--- config.mk ---
export PLATFORM = sky130hd
export DESIGN_NAME = char_lcd_nibble_writer_flat
export DESIGN_NICKNAME = d
export VERILOG_FILES = /design/src/rtl/lcdnw_pkg.sv /design/src/rtl/lcdnw_in_if.sv /design/src/rtl/lcdnw_out_if.sv /design/src/rtl/char_lcd_nibble_writer.sv /design/src/rtl/lcdnw_front.sv /design/src/rtl/lcdnw_fifo.sv /design/src/rtl/lcdnw_back.sv /design/src/flat_wrapper.sv
export SDC_FILE = /design/constraint.sdc
export NUM_CORES = 1
export LEC_CHECK = 0
export ABC_AREA = 1
export BUFFER_PORTS_ARGS = -buffer_cell sky130_fd_sc_hd__buf_4
export CAP_MARGIN = 40
export CORE_ASPECT_RATIO = 0.5
export CORE_MARGIN = 4
export CORE_UTILIZATION = 62
export CTS_BUF_LIST = sky130_fd_sc_hd__clkbuf_2
export CTS_CLUSTER_DIAMETER = 150
export DETAILED_ROUTE_END_ITERATION = 10
export PLACE_DENSITY = 0.82
export SYNTH_ARGS = -nofsm -noshare
export SYNTH_HDL_FRONTEND = slang
export SYNTH_SLANG_ARGS = --single-unit
export TNS_END_PERCENT = 1
--- constraint.sdc ---
create_clock -name i_clk -period 2.7 [get_ports i_clk]
set_input_delay 0.81 -clock i_clk [delete_from_list [all_inputs] [get_ports i_clk]]
set_output_delay 0.81 -clock i_clk [all_outputs]
set_load 0.1 [all_outputs]
--- src/rtl/lcdnw_pkg.sv ---
`default_nettype none
// ----------------------------------------------------------------------------
// lcdnw_pkg
// Shared types, codes and constants of the character LCD nibble writer.
// ----------------------------------------------------------------------------
package lcdnw_pkg;

    typedef enum logic [1:0] {
        OP_CMD  = 2'd0,
        OP_DATA = 2'd1,
        OP_INIT = 2'd2,
        OP_NONE = 2'd3
    } t_opcode;

    typedef enum logic [1:0] {
        CFG_POWERUP = 2'd0,
        CFG_PULSE   = 2'd1,
        CFG_GAP     = 2'd2,
        CFG_SETTLE  = 2'd3
    } t_cfg_idx;

    typedef enum logic [1:0] {
        BK_IDLE,
        BK_POWERUP,
        BK_BYTE
    } t_back_state;

    typedef enum logic [1:0] {
        STEP_HI_EN     = 2'd0,
        STEP_HI_GAP    = 2'd1,
        STEP_LO_EN     = 2'd2,
        STEP_LO_SETTLE = 2'd3
    } t_step;

    localparam logic [7:0] RST_POWERUP = 8'd20;
    localparam logic [7:0] RST_PULSE   = 8'd2;
    localparam logic [7:0] RST_GAP     = 8'd2;
    localparam logic [7:0] RST_SETTLE  = 8'd5;

    localparam logic [2:0] LAST_INIT_IDX = 3'd4;

    typedef struct packed {
        logic       init;
        logic       rs;
        logic [7:0] byte_value;
    } t_req;

    typedef struct packed {
        logic full;
        logic empty;
    } t_q_stat;

    typedef struct packed {
        logic       rs;
        logic       en;
        logic [3:0] nib;
        logic [7:0] hold;
        logic       last;
    } t_pin_state;

    function automatic logic [7:0] init_cmd(input logic [2:0] idx);
        logic [7:0] cmd;
        unique case (idx)
            3'd0:    cmd = 8'h02;
            3'd1:    cmd = 8'h28;
            3'd2:    cmd = 8'h0C;
            3'd3:    cmd = 8'h06;
            default: cmd = 8'h01;
        endcase
        return cmd;
    endfunction

endpackage
`default_nettype wire

--- src/rtl/lcdnw_in_if.sv ---
`default_nettype none
// ----------------------------------------------------------------------------
// lcdnw_in_if
// Request channel: opcode and byte with a valid/ready handshake.
// ----------------------------------------------------------------------------
interface lcdnw_in_if;
    logic       valid;
    logic       ready;
    logic [1:0] opcode;
    logic [7:0] byte_value;

    modport source (output valid, output opcode, output byte_value, input ready);
    modport sink   (input valid, input opcode, input byte_value, output ready);
endinterface
`default_nettype wire

--- src/rtl/lcdnw_out_if.sv ---
`default_nettype none
// ----------------------------------------------------------------------------
// lcdnw_out_if
// Pin state channel: LCD pin levels and hold time with a valid/ready handshake.
// ----------------------------------------------------------------------------
interface lcdnw_out_if;
    logic       valid;
    logic       ready;
    logic       reg_select;
    logic       enable_pin;
    logic [3:0] bus_nibble;
    logic [7:0] hold_units;
    logic       last;

    modport source (output valid, output reg_select, output enable_pin, output bus_nibble,
                    output hold_units, output last, input ready);
    modport sink   (input valid, input reg_select, input enable_pin, input bus_nibble,
                    input hold_units, input last, output ready);
endinterface
`default_nettype wire

--- src/rtl/char_lcd_nibble_writer.sv ---
`default_nettype none
// ----------------------------------------------------------------------------
// char_lcd_nibble_writer
// 4-bit character LCD writer: turns command, data and init requests into
// paced pin states.
// ----------------------------------------------------------------------------
// Each request is decoded by the front and queued (two entries); the back
// emits its pin states one at a time, and after presenting a state it waits
// until the hold-time counter has run down from hold_units units and the
// receiver can take a new state before presenting the next, so the stream of
// results follows real LCD timing. A byte write is four pin states paced by
// pulse, gap, pulse and settle units, and init is a powerup hold state followed
// by five byte writes. Requests are taken while the back is busy as long as
// the queue has room; opcode 3 is taken and dropped.
// ----------------------------------------------------------------------------
module char_lcd_nibble_writer #(
    parameter int CYCLES_PER_UNIT = 1000
) (
    input  logic        i_clk,
    input  logic        i_rst_n,
    input  logic        i_cfg_we,
    input  logic [1:0]  i_cfg_addr,
    input  logic [7:0]  i_cfg_wdata,
    lcdnw_in_if.sink    i_in,
    lcdnw_out_if.source o_out
);

    lcdnw_pkg::t_q_stat q_stat;
    lcdnw_pkg::t_req    push_req;
    lcdnw_pkg::t_req    head_req;
    logic               push;
    logic               pop;

    lcdnw_front u_front (
        .i_in     (i_in),
        .i_q_stat (q_stat),
        .o_push   (push),
        .o_req    (push_req)
    );

    lcdnw_fifo u_fifo (
        .i_clk   (i_clk),
        .i_rst_n (i_rst_n),
        .i_push  (push),
        .i_req   (push_req),
        .i_pop   (pop),
        .o_req   (head_req),
        .o_stat  (q_stat)
    );

    lcdnw_back #(
        .CYCLES_PER_UNIT (CYCLES_PER_UNIT)
    ) u_back (
        .i_clk       (i_clk),
        .i_rst_n     (i_rst_n),
        .i_cfg_we    (i_cfg_we),
        .i_cfg_addr  (i_cfg_addr),
        .i_cfg_wdata (i_cfg_wdata),
        .i_q_stat    (q_stat),
        .i_q_req     (head_req),
        .o_q_pop     (pop),
        .o_out       (o_out)
    );

endmodule
`default_nettype wire

--- src/rtl/lcdnw_front.sv ---
`default_nettype none
// ----------------------------------------------------------------------------
// lcdnw_front
// Accepts requests, decodes the opcode and pushes real work into the queue.
// ----------------------------------------------------------------------------
module lcdnw_front (
    lcdnw_in_if.sink            i_in,
    input  lcdnw_pkg::t_q_stat  i_q_stat,
    output logic                o_push,
    output lcdnw_pkg::t_req     o_req
);

    lcdnw_pkg::t_opcode op;
    logic               keep;

    always_comb begin
        op         = lcdnw_pkg::t_opcode'(i_in.opcode);
        i_in.ready = !i_q_stat.full;
        o_req      = '0;
        keep       = 1'b0;
        unique case (op)
            lcdnw_pkg::OP_CMD: begin
                keep     = 1'b1;
            end
            lcdnw_pkg::OP_DATA: begin
                keep     = 1'b1;
                o_req.rs = 1'b1;
            end
            lcdnw_pkg::OP_INIT: begin
                keep       = 1'b1;
                o_req.init = 1'b1;
            end
            default: begin
                keep = 1'b0;
            end
        endcase
        o_req.byte_value = i_in.byte_value;
        o_push           = i_in.valid && i_in.ready && keep;
    end

endmodule
`default_nettype wire

--- src/rtl/lcdnw_fifo.sv ---
`default_nettype none
// ----------------------------------------------------------------------------
// lcdnw_fifo
// Two-entry request queue between the front and the back.
// ----------------------------------------------------------------------------
module lcdnw_fifo (
    input  logic                i_clk,
    input  logic                i_rst_n,
    input  logic                i_push,
    input  lcdnw_pkg::t_req     i_req,
    input  logic                i_pop,
    output lcdnw_pkg::t_req     o_req,
    output lcdnw_pkg::t_q_stat  o_stat
);

    lcdnw_pkg::t_req r_mem [2];
    logic            r_wr_ptr;
    logic            r_rd_ptr;
    logic [1:0]      r_count;
    logic            n_wr_ptr;
    logic            n_rd_ptr;
    logic [1:0]      n_count;
    logic            do_push;
    logic            do_pop;

    always_comb begin
        o_stat.full  = (r_count == 2'd2);
        o_stat.empty = (r_count == 2'd0);
        do_push      = i_push && !o_stat.full;
        do_pop       = i_pop && !o_stat.empty;
        n_wr_ptr     = do_push ? !r_wr_ptr : r_wr_ptr;
        n_rd_ptr     = do_pop ? !r_rd_ptr : r_rd_ptr;
        n_count      = r_count + {1'b0, do_push} - {1'b0, do_pop};
        o_req        = r_mem[r_rd_ptr];
    end

    always_ff @(posedge i_clk) begin
        if (!i_rst_n) begin
            r_wr_ptr <= 1'b0;
            r_rd_ptr <= 1'b0;
            r_count  <= 2'd0;
        end else begin
            r_wr_ptr <= n_wr_ptr;
            r_rd_ptr <= n_rd_ptr;
            r_count  <= n_count;
        end
    end

    always_ff @(posedge i_clk) begin
        if (do_push) begin
            r_mem[r_wr_ptr] <= i_req;
        end
    end

endmodule
`default_nettype wire

--- src/rtl/lcdnw_back.sv ---
`default_nettype none
// ----------------------------------------------------------------------------
// lcdnw_back
// Sequences pin states for each queued request and paces them by hold time.
// ----------------------------------------------------------------------------
module lcdnw_back #(
    parameter int CYCLES_PER_UNIT = 1000
) (
    input  logic                i_clk,
    input  logic                i_rst_n,
    input  logic                i_cfg_we,
    input  logic [1:0]          i_cfg_addr,
    input  logic [7:0]          i_cfg_wdata,
    input  lcdnw_pkg::t_q_stat  i_q_stat,
    input  lcdnw_pkg::t_req     i_q_req,
    output logic                o_q_pop,
    lcdnw_out_if.source         o_out
);

    localparam int UCW = (CYCLES_PER_UNIT > 1) ? $clog2(CYCLES_PER_UNIT) : 1;
    localparam logic [UCW-1:0] UNIT_MAX = UCW'(CYCLES_PER_UNIT - 1);

    logic [7:0] r_powerup;
    logic [7:0] r_pulse;
    logic [7:0] r_gap;
    logic [7:0] r_settle;

    lcdnw_pkg::t_back_state r_state, n_state;
    lcdnw_pkg::t_step       r_step, n_step;
    lcdnw_pkg::t_pin_state  r_out, n_out;
    logic                   r_out_valid, n_out_valid;
    logic                   r_init, n_init;
    logic                   r_rs, n_rs;
    logic [7:0]             r_byte, n_byte;
    logic [2:0]             r_idx, n_idx;
    logic [7:0]             r_hold_cnt, n_hold_cnt;
    logic [UCW-1:0]         r_unit_cnt, n_unit_cnt;

    logic                   can_emit;
    logic                   emit;
    logic                   byte_done;
    logic [7:0]             cur_byte;
    logic [3:0]             cur_nib;
    lcdnw_pkg::t_pin_state  pin;

    always_ff @(posedge i_clk) begin
        if (!i_rst_n) begin
            r_powerup <= lcdnw_pkg::RST_POWERUP;
            r_pulse   <= lcdnw_pkg::RST_PULSE;
            r_gap     <= lcdnw_pkg::RST_GAP;
            r_settle  <= lcdnw_pkg::RST_SETTLE;
        end else if (i_cfg_we) begin
            unique case (lcdnw_pkg::t_cfg_idx'(i_cfg_addr))
                lcdnw_pkg::CFG_POWERUP: r_powerup <= i_cfg_wdata;
                lcdnw_pkg::CFG_PULSE:   r_pulse   <= i_cfg_wdata;
                lcdnw_pkg::CFG_GAP:     r_gap     <= i_cfg_wdata;
                lcdnw_pkg::CFG_SETTLE:  r_settle  <= i_cfg_wdata;
                default:                r_powerup <= r_powerup;
            endcase
        end
    end

    always_comb begin
        can_emit  = (r_hold_cnt == 8'd0) && (!r_out_valid || o_out.ready);
        cur_byte  = r_init ? lcdnw_pkg::init_cmd(r_idx) : r_byte;
        cur_nib   = (r_step == lcdnw_pkg::STEP_HI_EN || r_step == lcdnw_pkg::STEP_HI_GAP)
                    ? cur_byte[7:4] : cur_byte[3:0];
        byte_done = (r_step == lcdnw_pkg::STEP_LO_SETTLE)
                    && (!r_init || r_idx == lcdnw_pkg::LAST_INIT_IDX);
    end

    // next state
    always_comb begin
        n_state = r_state;
        unique case (r_state)
            lcdnw_pkg::BK_IDLE: begin
                if (!i_q_stat.empty) begin
                    n_state = i_q_req.init ? lcdnw_pkg::BK_POWERUP : lcdnw_pkg::BK_BYTE;
                end
            end
            lcdnw_pkg::BK_POWERUP: begin
                if (can_emit) begin
                    n_state = lcdnw_pkg::BK_BYTE;
                end
            end
            lcdnw_pkg::BK_BYTE: begin
                if (can_emit && byte_done) begin
                    n_state = lcdnw_pkg::BK_IDLE;
                end
            end
            default: begin
                n_state = lcdnw_pkg::BK_IDLE;
            end
        endcase
    end

    // outputs and datapath
    always_comb begin
        o_q_pop = 1'b0;
        emit    = 1'b0;
        pin     = '0;
        n_init  = r_init;
        n_rs    = r_rs;
        n_byte  = r_byte;
        n_idx   = r_idx;
        n_step  = r_step;
        unique case (r_state)
            lcdnw_pkg::BK_IDLE: begin
                if (!i_q_stat.empty) begin
                    o_q_pop = 1'b1;
                    n_init  = i_q_req.init;
                    n_rs    = i_q_req.rs;
                    n_byte  = i_q_req.byte_value;
                    n_idx   = 3'd0;
                    n_step  = lcdnw_pkg::STEP_HI_EN;
                end
            end
            lcdnw_pkg::BK_POWERUP: begin
                emit     = can_emit;
                pin.hold = r_powerup;
            end
            lcdnw_pkg::BK_BYTE: begin
                emit    = can_emit;
                pin.rs  = r_rs;
                pin.nib = cur_nib;
                unique case (r_step)
                    lcdnw_pkg::STEP_HI_EN: begin
                        pin.en   = 1'b1;
                        pin.hold = r_pulse;
                    end
                    lcdnw_pkg::STEP_HI_GAP: begin
                        pin.hold = r_gap;
                    end
                    lcdnw_pkg::STEP_LO_EN: begin
                        pin.en   = 1'b1;
                        pin.hold = r_pulse;
                    end
                    default: begin
                        pin.hold = r_settle;
                        pin.last = byte_done;
                    end
                endcase
                if (can_emit) begin
                    if (r_step == lcdnw_pkg::STEP_LO_SETTLE) begin
                        n_step = lcdnw_pkg::STEP_HI_EN;
                        n_idx  = r_idx + 3'd1;
                    end else begin
                        n_step = lcdnw_pkg::t_step'(r_step + 2'd1);
                    end
                end
            end
            default: begin
                emit = 1'b0;
            end
        endcase

        n_out       = r_out;
        n_out_valid = r_out_valid;
        if (emit) begin
            n_out       = pin;
            n_out_valid = 1'b1;
        end else if (o_out.ready) begin
            n_out_valid = 1'b0;
        end

        n_hold_cnt = r_hold_cnt;
        n_unit_cnt = r_unit_cnt;
        if (emit) begin
            n_hold_cnt = pin.hold;
            n_unit_cnt = UNIT_MAX;
        end else if (r_hold_cnt != 8'd0) begin
            if (r_unit_cnt == '0) begin
                n_hold_cnt = r_hold_cnt - 8'd1;
                n_unit_cnt = UNIT_MAX;
            end else begin
                n_unit_cnt = r_unit_cnt - UCW'(1);
            end
        end
    end

    always_ff @(posedge i_clk) begin
        if (!i_rst_n) begin
            r_state     <= lcdnw_pkg::BK_IDLE;
            r_step      <= lcdnw_pkg::STEP_HI_EN;
            r_idx       <= 3'd0;
            r_out_valid <= 1'b0;
            r_hold_cnt  <= 8'd0;
            r_unit_cnt  <= '0;
        end else begin
            r_state     <= n_state;
            r_step      <= n_step;
            r_idx       <= n_idx;
            r_out_valid <= n_out_valid;
            r_hold_cnt  <= n_hold_cnt;
            r_unit_cnt  <= n_unit_cnt;
        end
    end

    always_ff @(posedge i_clk) begin
        r_out  <= n_out;
        r_init <= n_init;
        r_rs   <= n_rs;
        r_byte <= n_byte;
    end

    always_comb begin
        o_out.valid      = r_out_valid;
        o_out.reg_select = r_out.rs;
        o_out.enable_pin = r_out.en;
        o_out.bus_nibble = r_out.nib;
        o_out.hold_units = r_out.hold;
        o_out.last       = r_out.last;
    end

endmodule
`default_nettype wire

--- src/flat_wrapper.sv ---
// flat-port wrapper written by rule: the top's interface ports become plain ports
module char_lcd_nibble_writer_flat 
#(
    parameter int CYCLES_PER_UNIT = 1000
)
  (i_clk, i_rst_n, i_cfg_we, i_cfg_addr, i_cfg_wdata, i_in_valid, i_in_opcode, i_in_byte_value, i_in_ready, o_out_valid, o_out_reg_select, o_out_enable_pin, o_out_bus_nibble, o_out_hold_units, o_out_last, o_out_ready);
  lcdnw_in_if i_in_i ();
  lcdnw_out_if o_out_i ();
  input  logic i_clk;
  input  logic i_rst_n;
  input  logic i_cfg_we;
  input  logic [1:0] i_cfg_addr;
  input  logic [7:0] i_cfg_wdata;
  input wire logic [$bits(i_in_i.valid)-1:0] i_in_valid;
  input wire logic [$bits(i_in_i.opcode)-1:0] i_in_opcode;
  input wire logic [$bits(i_in_i.byte_value)-1:0] i_in_byte_value;
  output wire logic [$bits(i_in_i.ready)-1:0] i_in_ready;
  output wire logic [$bits(o_out_i.valid)-1:0] o_out_valid;
  output wire logic [$bits(o_out_i.reg_select)-1:0] o_out_reg_select;
  output wire logic [$bits(o_out_i.enable_pin)-1:0] o_out_enable_pin;
  output wire logic [$bits(o_out_i.bus_nibble)-1:0] o_out_bus_nibble;
  output wire logic [$bits(o_out_i.hold_units)-1:0] o_out_hold_units;
  output wire logic [$bits(o_out_i.last)-1:0] o_out_last;
  input wire logic [$bits(o_out_i.ready)-1:0] o_out_ready;
  assign i_in_i.valid = i_in_valid;
  assign i_in_i.opcode = i_in_opcode;
  assign i_in_i.byte_value = i_in_byte_value;
  assign i_in_ready = i_in_i.ready;
  assign o_out_valid = o_out_i.valid;
  assign o_out_reg_select = o_out_i.reg_select;
  assign o_out_enable_pin = o_out_i.enable_pin;
  assign o_out_bus_nibble = o_out_i.bus_nibble;
  assign o_out_hold_units = o_out_i.hold_units;
  assign o_out_last = o_out_i.last;
  assign o_out_i.ready = o_out_ready;
  char_lcd_nibble_writer #(.CYCLES_PER_UNIT(CYCLES_PER_UNIT)) u_core (.i_clk(i_clk), .i_rst_n(i_rst_n), .i_cfg_we(i_cfg_we), .i_cfg_addr(i_cfg_addr), .i_cfg_wdata(i_cfg_wdata), .i_in(i_in_i), .o_out(o_out_i));
endmodule
==> impl_metrics.ini, run 1 <==
[outcome]
outcome = complete, no violations

[detailed_routing]
vias_per_cell = 5.28
wl_per_cell_um = 13.4
drt-initial-drc-count = 395
ant_nets = 0
drc = 0
vias = 4198
wl_um = 10600
dr.pass1.iters = 5

[power]
ir_drop_uv = 677
netSwitchingFraction = 0.493
share_comb_of_total_power = 0.515
p_leak_nw = 2.60
power_mw = 6.56
power_frac_seq = 0.364
p_sw_mw = 3.23
p_clk_frac = 0.121
pwr_density_cell_mw_per_mm2 = 1150
power.internal_mw = 3.32

[setup_path]
startpoint_type = flop
crit_start = u_core.u_fifo.r_count[0]
crit_required_ns = 1.89
path_max_fanout = 4
critPathArrivalTime_ns = 1.49
cp-end-kind = primary output
crit_type = reg -> out
r2r_end = u_core.u_back.r_hold_cnt[0]
timing.rr.start = u_core.u_back.r_state[0]
cp-endpoint = i_in_ready
r2r_slack_ns = 0.46
r2r_cells = 10

[finish]
nets = 719
drive_gt1_frac = 0.130
largestRegisters = u_core.u_fifo.r_mem x20, u_core.u_back.r_unit_cnt x10
largest_reg_flops = 20
post-route-util = 0.711
area_growth_pct = 11.2
fin_area_mm2 = 0.00571
top_register = u_core.u_fifo.r_mem
fillCellCount = 626
diodes = 0

[synth]
syn-num-nets = 674
synth_warnings = 0
synth_area_mm2 = 0.00513
netlist_instances = 633
seq_area_frac_synth = 0.509
syn_avg_cell_area_um2 = 8.10
ys_ff_latch = 108
synth_cell_type_count = 37

[die]
start_util = 0.639
rows = 23
die_h_um = 72.3
die_area_mm2 = 0.00988
io_pins = 42
coreArea_mm2 = 0.00803
chipWidth_um = 137

[timing]
min_period_over_period = 0.853
skew_ns = 0.0312
maxSlewHeadroom = 0.659
rsz0062_at_grt = no
finalHoldViolCount = 0
fin_setup_tns_ns = 0
drv_slew = 0
setup_viol = 0
fmax_mhz = 434
min_period_ns = 2.30
fin_ws_ns = 0.397
worst_pin_slew_ns = 0.511

[cts]
ctsHtreeMaxLevel = 3
cts_hold_buf = 0
cts_root_buffer = clkbuf_2
cts_buffers = 9
cts_tree = yes
cts_setup_buffers = 0
cts.clk_slew.worst_paths_ns = 0.30
ctsResizeCount = 0
clk_latency_ns = 0.60
clkSinkCount = 108
cts_buffer_depth = 2

[global_routing]
grt-ovfl-total = 0
grt_max_degree = 50
grt_pass1_wl_um = 18200
grt_pass1_vias = 4026
grt_antenna_before_repair = 0
grt.total_usage = 0.231

[placement]
hpwlAfterDp_um = 7650
io_buffer_count = 41
post-place-ws_ns = 0.483
gp_congestion = 0.943
dpl_cell_area_mm2 = 0.00558

[run]
drv_cap = 0

[worst_hold_path]
hp-class = in -> reg
-- area by class of cell --
| class | instances | area (um2) | area share |
|---|---|---|---|
| well taps | 112 | 140 | 0.0246 |
| inverters | 73 | 274 | 0.0480 |
| clock buffers | 9 | 45.0 | 0.00789 |
| multi-input cells | 436 | 2180 | 0.381 |
| repair buffers | 50 | 375 | 0.0658 |
| flip-flops and latches | 108 | 2610 | 0.458 |
| clock inverters | 7 | 82.6 | 0.0145 |
-- critical path, cell delays in order (launching register included) --
cell and delay [ns]:
dfxtp_1 0.45, inv_1 0.05, nand2_1 0.08, buf_4 0.30
-- logic make-up after synthesis --
| family | count (synthesis) | share of synthesized area |
|---|---|---|
| DFF | 108 | 0.509 |
| buffers and inverters | 89 | 0.0673 |
| adders and majority gates | 16 | 0.0390 |
| xor gates and xnor gates | 9 | 0.0154 |
| AOI/OAI and AO/OA | 113 | 0.116 |
| and+or+nand+nor | 298 | 0.253 |
-- power groups by stage --
| stage | combinational (mW) | clock, mW | sequential, mW |
|---|---|---|---|
| after floorplan | 1.95 | 0 | 3.11 |
| after global placement | 3.29 | 0 | 2.41 |
| after detailed placement | 3.36 | 0 | 2.42 |
| after CTS | 3.38 | 0.803 | 2.39 |
| after global routing | 3.74 | 0.875 | 2.43 |
| final | 3.38 | 0.791 | 2.39 |
-- layout by cell type (no fill, tap or decap), drive strengths merged, types with 3 or more instances in the layout --
cell type  count
a21oi         54
buf           50
clkbuf         9
clkinv         5
dfxtp         63
edfxtp        45
ha            16
inv           74
nand2        164
nand3         20
nand4          3
nor2          99
nor3           8
o211ai         5
o21ai         51
xor2           7
-- how the worst min path moves through the flow --
stage	start	endpoint	slack, ns	cells past startpoint
CTS	i_in_byte_value[6]	u_core.u_fifo.r_mem[1][6]	0.33	1
global placement	u_core.u_back.r_gap[1]	u_core.u_back.r_gap[1]	0.44	2
detailed placement	u_core.u_back.r_settle[3]	u_core.u_back.r_settle[3]	0.45	2
global route	i_in_byte_value[6]	u_core.u_fifo.r_mem[1][6]	0.29	1
finish	i_in_byte_value[6]	u_core.u_fifo.r_mem[1][6]	0.35	1
floorplan	u_core.u_fifo.r_rd_ptr	flop	0.43	1
-- per-layer routing --
metal | part of all wire | GRT usage
met1 | 0.46 | 0.303
met2 | 0.46 | 0.382
met3 | 0.060 | 0.0568
met4 | 0.015 | 0.0693
met5 | 0 | 0
-- synthesized netlist by cell type, drive strengths merged --
library cell | number | area share
a211oi | 1 | 0.0015
buf | 5 | 0.0059
xor2 | 7 | 0.012
o211ai | 5 | 0.0073
ha | 16 | 0.039
edfxtp | 45 | 0.26
xnor2 | 2 | 0.0034
o31ai | 1 | 0.0015
dfxtp | 63 | 0.25
nor2 | 99 | 0.080
nand3 | 20 | 0.026
a21oi | 54 | 0.054
inv | 71 | 0.052
o21ai | 51 | 0.050
nand3b | 2 | 0.0029
clkinv | 2 | 0.0015
clkbuf | 11 | 0.0080
nor3 | 8 | 0.0088
o21bai | 1 | 0.0015
nand2 | 164 | 0.13
nor3b | 1 | 0.0024
nand4 | 3 | 0.0037
nor4 | 1 | 0.0012
-- per-stage QoR --
step	hold WS [ns]	cells
2_1_floorplan	0.426	633
5_1_grt	0.293	795
6_report	0.352	795
4_1_cts	0.330	795
3_5_place_dp	0.447	779
3_3_place_gp	0.438	779
Note: power is estimated with default switching activity, not from simulation.
==> run 2: changes to the inputs <==
- CORE_UTILIZATION: 62 -> 56
- PLACE_DENSITY: 0.82 -> 0.78
- clock period: 2.7 -> 2.09 ns (I/O delays scaled with it)
==> run 2 against run 1 <==
  * Non-clock buffer count grew 7
  * Critical endpoint is now o_out_hold_units[3]
  * Critical path depth fell by 2
  * Clock skew down 0.0081 ns
  * Setup slack worse by 0.28 ns
  * Final cell count rose by 1.5%
  * Utilization down 5.3 points
  * Flip-flop and latch count did not move
  * Via count increased by 0.64%
  * Sequential power rose by 29%
==> impl_metrics.ini, run 2 (synthesis gave the netlist of run 1 again) <==
[outcome]
outcome = complete, no violations

[setup_path]
critPathArrivalTime_ns = 1.34
path_buf_inv = 1
crit_required_ns = 1.46
startpoint_type = flop
crit_type = reg -> out
crit_start = u_core.u_back.o_out.hold_units[3]
timing.rr.start = u_core.u_back.r_unit_cnt[0]
cpPeakStageDelay_ns = 0.43
path_max_fanout = 1
cp-end-kind = primary output
slowest_stage = edfxtp_1
path_cells = buf_4
critPathTopFamily = flip-flops

[finish]
largest_reg_flops = 20
largestRegisters = u_core.u_fifo.r_mem x20, u_core.u_back.r_unit_cnt x10
area_growth_pct = 12.8
drive_gt1_frac = 0.145
final_common_cell = nand2_1
diodes = 0
top_register = u_core.u_fifo.r_mem
stdcell_count = 807
final_cell_mix = nand2_1 (156), nor2_1 (94), inv_1 (70), dfxtp_1 (61), buf_4 (54)
nets = 726

[timing]
worst_pin_slew_ns = 0.421
setup_viol = 0
maxSlewHeadroom = 0.717
rsz0062_at_grt = no
fin_ws_ns = 0.122
drv_slew = 0
min_period_over_period = 0.942
skew_ns = 0.0231
finalHoldViolCount = 0
min_period_ns = 1.97
fin_setup_tns_ns = 0
fmax_mhz = 508

[detailed_routing]
wl_met3_um = 776
drt-initial-drc-count = 296
wl_um = 10900
top_layer = met4
dr.pass1.iters = 5
drc = 0
vias = 4225
met1_length_um = 5060
vias_per_cell = 5.24
wl_met2_um = 4940
ant_nets = 0
wl_per_cell_um = 13.5

[placement]
gp_congestion = 0.912
dp.cells = 789
io_buffer_count = 41
hpwlAfterDp_um = 8050
post-place-ws_ns = 0.142

[power]
pwr_density_cell_mw_per_mm2 = 1470
ir_drop_uv = 1020
power_mw = 8.50
p_leak_nw = 2.64

[die]
io_pins = 42
rows = 24
die_h_um = 75.7
chipWidth_um = 143
die_area_mm2 = 0.0108
coreArea_mm2 = 0.00880
start_util = 0.583

[run]
drv_cap = 0

[cts]
cts_buffers = 9
cts_tree = yes
cts_root_buffer = clkbuf_2
ctsHtreeMaxLevel = 3
cts.clk_slew.worst_paths_ns = 0.31
clk_latency_ns = 0.61
cts_buffer_depth = 2
clkSinkCount = 108

[global_routing]
grt_pass1_vias = 3681
grt-ovfl-total = 0
grt_max_degree = 41
grt_antenna_before_repair = 0
grt.total_usage = 0.207
grt_pass1_wl_um = 17400

[worst_hold_path]
hold_start = i_in_byte_value[7]
hp-class = in -> reg
run 2: changes by cell type in the layout (fill, tap and decap cells not counted), moves of 2 or more:
cell / previous run / this run
buf_12: 0 / 3
dfxtp_1: 63 / 61
buf_4: 50 / 54
dfxtp_2: 0 / 2
inv_6: 1 / 3
run 2: routing by layer:
| metal | vias up | track usage |
|---|---|---|
| met5 | - | 0 |
| met4 | 0 | 0.0522 |
| met3 | 16 | 0.0602 |
| met2 | 121 | 0.334 |
| met1 | 1939 | 0.280 |
| li1 | 2149 | - |
run 2: final cells by class:
class	instances	area, um2
timing repair buffer	57	465
inverter	73	274
multi-input combinational	436	2180
sequential	108	2620
tap	117	146
clock buffer	9	45.0
fill	763	3010
clock inverter	7	58.8
run 2: where the power goes:
part | switching (mW) | leakage [nW] | internal, mW | total (mW)
combinational | 3.18 | 1.63 | 1.32 | 4.50
clock | 0.734 | 0.0652 | 0.182 | 0.916
sequential | 0.309 | 0.940 | 2.78 | 3.09
total | 4.23 | 2.64 | 4.28 | 8.50
run 2: through the flow:
step                utilization  instance area [um2]  hold WS (ns)
floorplan                     -                 5130         0.426
global placement          0.642                 5650         0.437
detailed placement        0.642                 5650         0.442
CTS                       0.654                 5760         0.122
global route              0.657                 5780        0.0936
finish                    0.657                 5780         0.180
run 2: final timing paths:
check                           slack (ns)  cells past startpoint                     endpoint
worst max-delay path                  0.12                      1          o_out_hold_units[3]
worst min-delay path                  0.18                      1    u_core.u_fifo.r_mem[1][7]
worst max register to register        0.20                      7  u_core.u_back.r_hold_cnt[3]
worst min register to register        0.47                      2    u_core.u_back.r_settle[5]
run 2: timing repair:
action	in CTS	in global routing
hold buffers	0	0
pin swaps	0	0
setup buffers	0	2
resized for setup	2	4
setup endpoints to repair	1	1
==> run 3: changes to the inputs <==
- PLACE_DENSITY: 0.78 -> 0.86
==> run 3 against run 2 <==
  * Worst hold slack is essentially flat
  * Sequential share of layout area grew 0.37 points
  * Clock skew shrank 0.0016 ns
  * Critical path depth grew 2
  * Final area shrank 0.82%
  * Final cell count shrank 0.37%
  * Via count grew 0.73%
  * Register-to-register slack lost 0.02 ns
  * Largest cell class unchanged
==> impl_metrics.ini, run 3 (synthesis gave the netlist of run 1 again) <==
[finish]
final_cell_mix = nand2_1 (156), nor2_1 (94), inv_1 (70), dfxtp_1 (61), buf_4 (53)
area_growth_pct = 11.8
fin_area_mm2 = 0.00574
largestRegisters = u_core.u_fifo.r_mem x20, u_core.u_back.r_unit_cnt x10
fillCellCount = 734
diodes = 0
largest_reg_flops = 20
nets = 723
drive_gt1_frac = 0.141
top_register = u_core.u_fifo.r_mem
final_common_cell = nand2_1

[setup_path]
slowest_stage = dfxtp_2
critPathArrivalTime_ns = 1.34
cpPeakStageDelay_ns = 0.42
crit_type = reg -> out
cp-end-kind = primary output
crit_required_ns = 1.46
startpoint_type = flop
path_cells = inv_1 -> nand2_2 -> buf_12
path_max_fanout = 4

[global_routing]
grt_antenna_before_repair = 0
grt_pass1_vias = 3939
grt_pass1_wl_um = 17900
grt-ovfl-total = 0
grt.total_usage = 0.209
grt_max_degree = 53

[cts]
ctsHtreeMaxLevel = 3
clk_latency_ns = 0.60
cts_setup_buffers = 0
cts_buffers = 9
cts.clk_slew.worst_paths_ns = 0.29
cts_hold_buf = 0
cts_root_buffer = clkbuf_2
cts_tree = yes
clkSinkCount = 108
cts_buffer_depth = 2

[worst_hold_path]
hp-class = in -> reg

[power]
ir_drop_uv = 1220
p_leak_nw = 2.62
pwr_density_cell_mw_per_mm2 = 1470
power_mw = 8.41

[run]
drv_cap = 0

[die]
chipWidth_um = 143
rows = 24
die_h_um = 75.7
start_util = 0.583
io_pins = 42
die_area_mm2 = 0.0108
coreArea_mm2 = 0.00880

[placement]
hpwlAfterDp_um = 7680
gp_congestion = 0.880
post-place-ws_ns = -0.00754
io_buffer_count = 41
dpl_cell_area_mm2 = 0.00562

[timing]
min_period_over_period = 0.939
rsz0062_at_grt = no
min_period_ns = 1.96
finalHoldViolCount = 0
fin_ws_ns = 0.128
drv_slew = 0
fmax_mhz = 510
fin_setup_tns_ns = 0
skew_ns = 0.0215
setup_viol = 0
maxSlewHeadroom = 0.634
worst_pin_slew_ns = 0.548

[outcome]
outcome = complete, no violations

[detailed_routing]
wl_um = 10700
vias = 4256
vias_per_cell = 5.29
dr.pass1.iters = 5
drt-initial-drc-count = 342
wl_per_cell_um = 13.3
ant_nets = 0
drc = 0
## run 3: where the power goes
group / leakage [nW] / switching, mW / internal (mW)
Sequential: 0.940 / 0.305 / 2.78
Clock: 0.0648 / 0.712 / 0.179
Combinational: 1.61 / 3.16 / 1.28
## run 3: routing by layer
layer  routed length (um)  up-vias  global-route usage
li1                     -     2137                   -
met3                  806       16              0.0621
met4                  110        0              0.0605
met2                 5120      138               0.359
met5                    0        -                   0
met1                 4660     1965               0.262
## run 3: stage by stage
stage | util | cells | hold WS, ns
5_1_grt | 0.652 | 804 | 0.0948
3_5_place_dp | 0.638 | 788 | 0.443
2_1_floorplan | - | 633 | 0.426
4_1_cts | 0.651 | 804 | 0.142
3_3_place_gp | 0.638 | 788 | 0.435
6_report | 0.652 | 804 | 0.180
## run 3: final cells by class
type,count,area [um2],share of cell area
tap,117,146,0.0255
clock buffer,9,45.0,0.00785
clock inverter,7,58.8,0.0103
inverter,73,274,0.0478
sequential,108,2620,0.456
timing repair buffer,54,418,0.0728
multi-input combinational,436,2180,0.380
## run 3: path summary, 6_finish.rpt
check / endpoint / startpoint / depth (start not counted) / slack [ns]
worst max-delay path: i_in_ready / u_core.u_fifo.r_count[0] / 3 / 0.13
worst min-delay path: u_core.u_fifo.r_mem[0][6] / i_in_byte_value[6] / 1 / 0.18
worst max register to register: u_core.u_back.o_out.reg_select / u_core.u_back.r_state[1] / 5 / 0.18
worst min register to register: u_core.u_fifo.r_rd_ptr / u_core.u_fifo.r_rd_ptr / 1 / 0.47
## run 3: what timing repair did
| action | in CTS | in global routing |
|---|---|---|
| pin swaps | 0 | 0 |
| gates resized for setup | 2 | 4 |
| setup endpoints to repair | 1 | 1 |
## run 3: worst max-delay path: cells and delay by family, from the launching register on
family        cells  cell delay [ns]
buf+inv           2             0.23
flops             1             0.42
simple gates      1             0.08
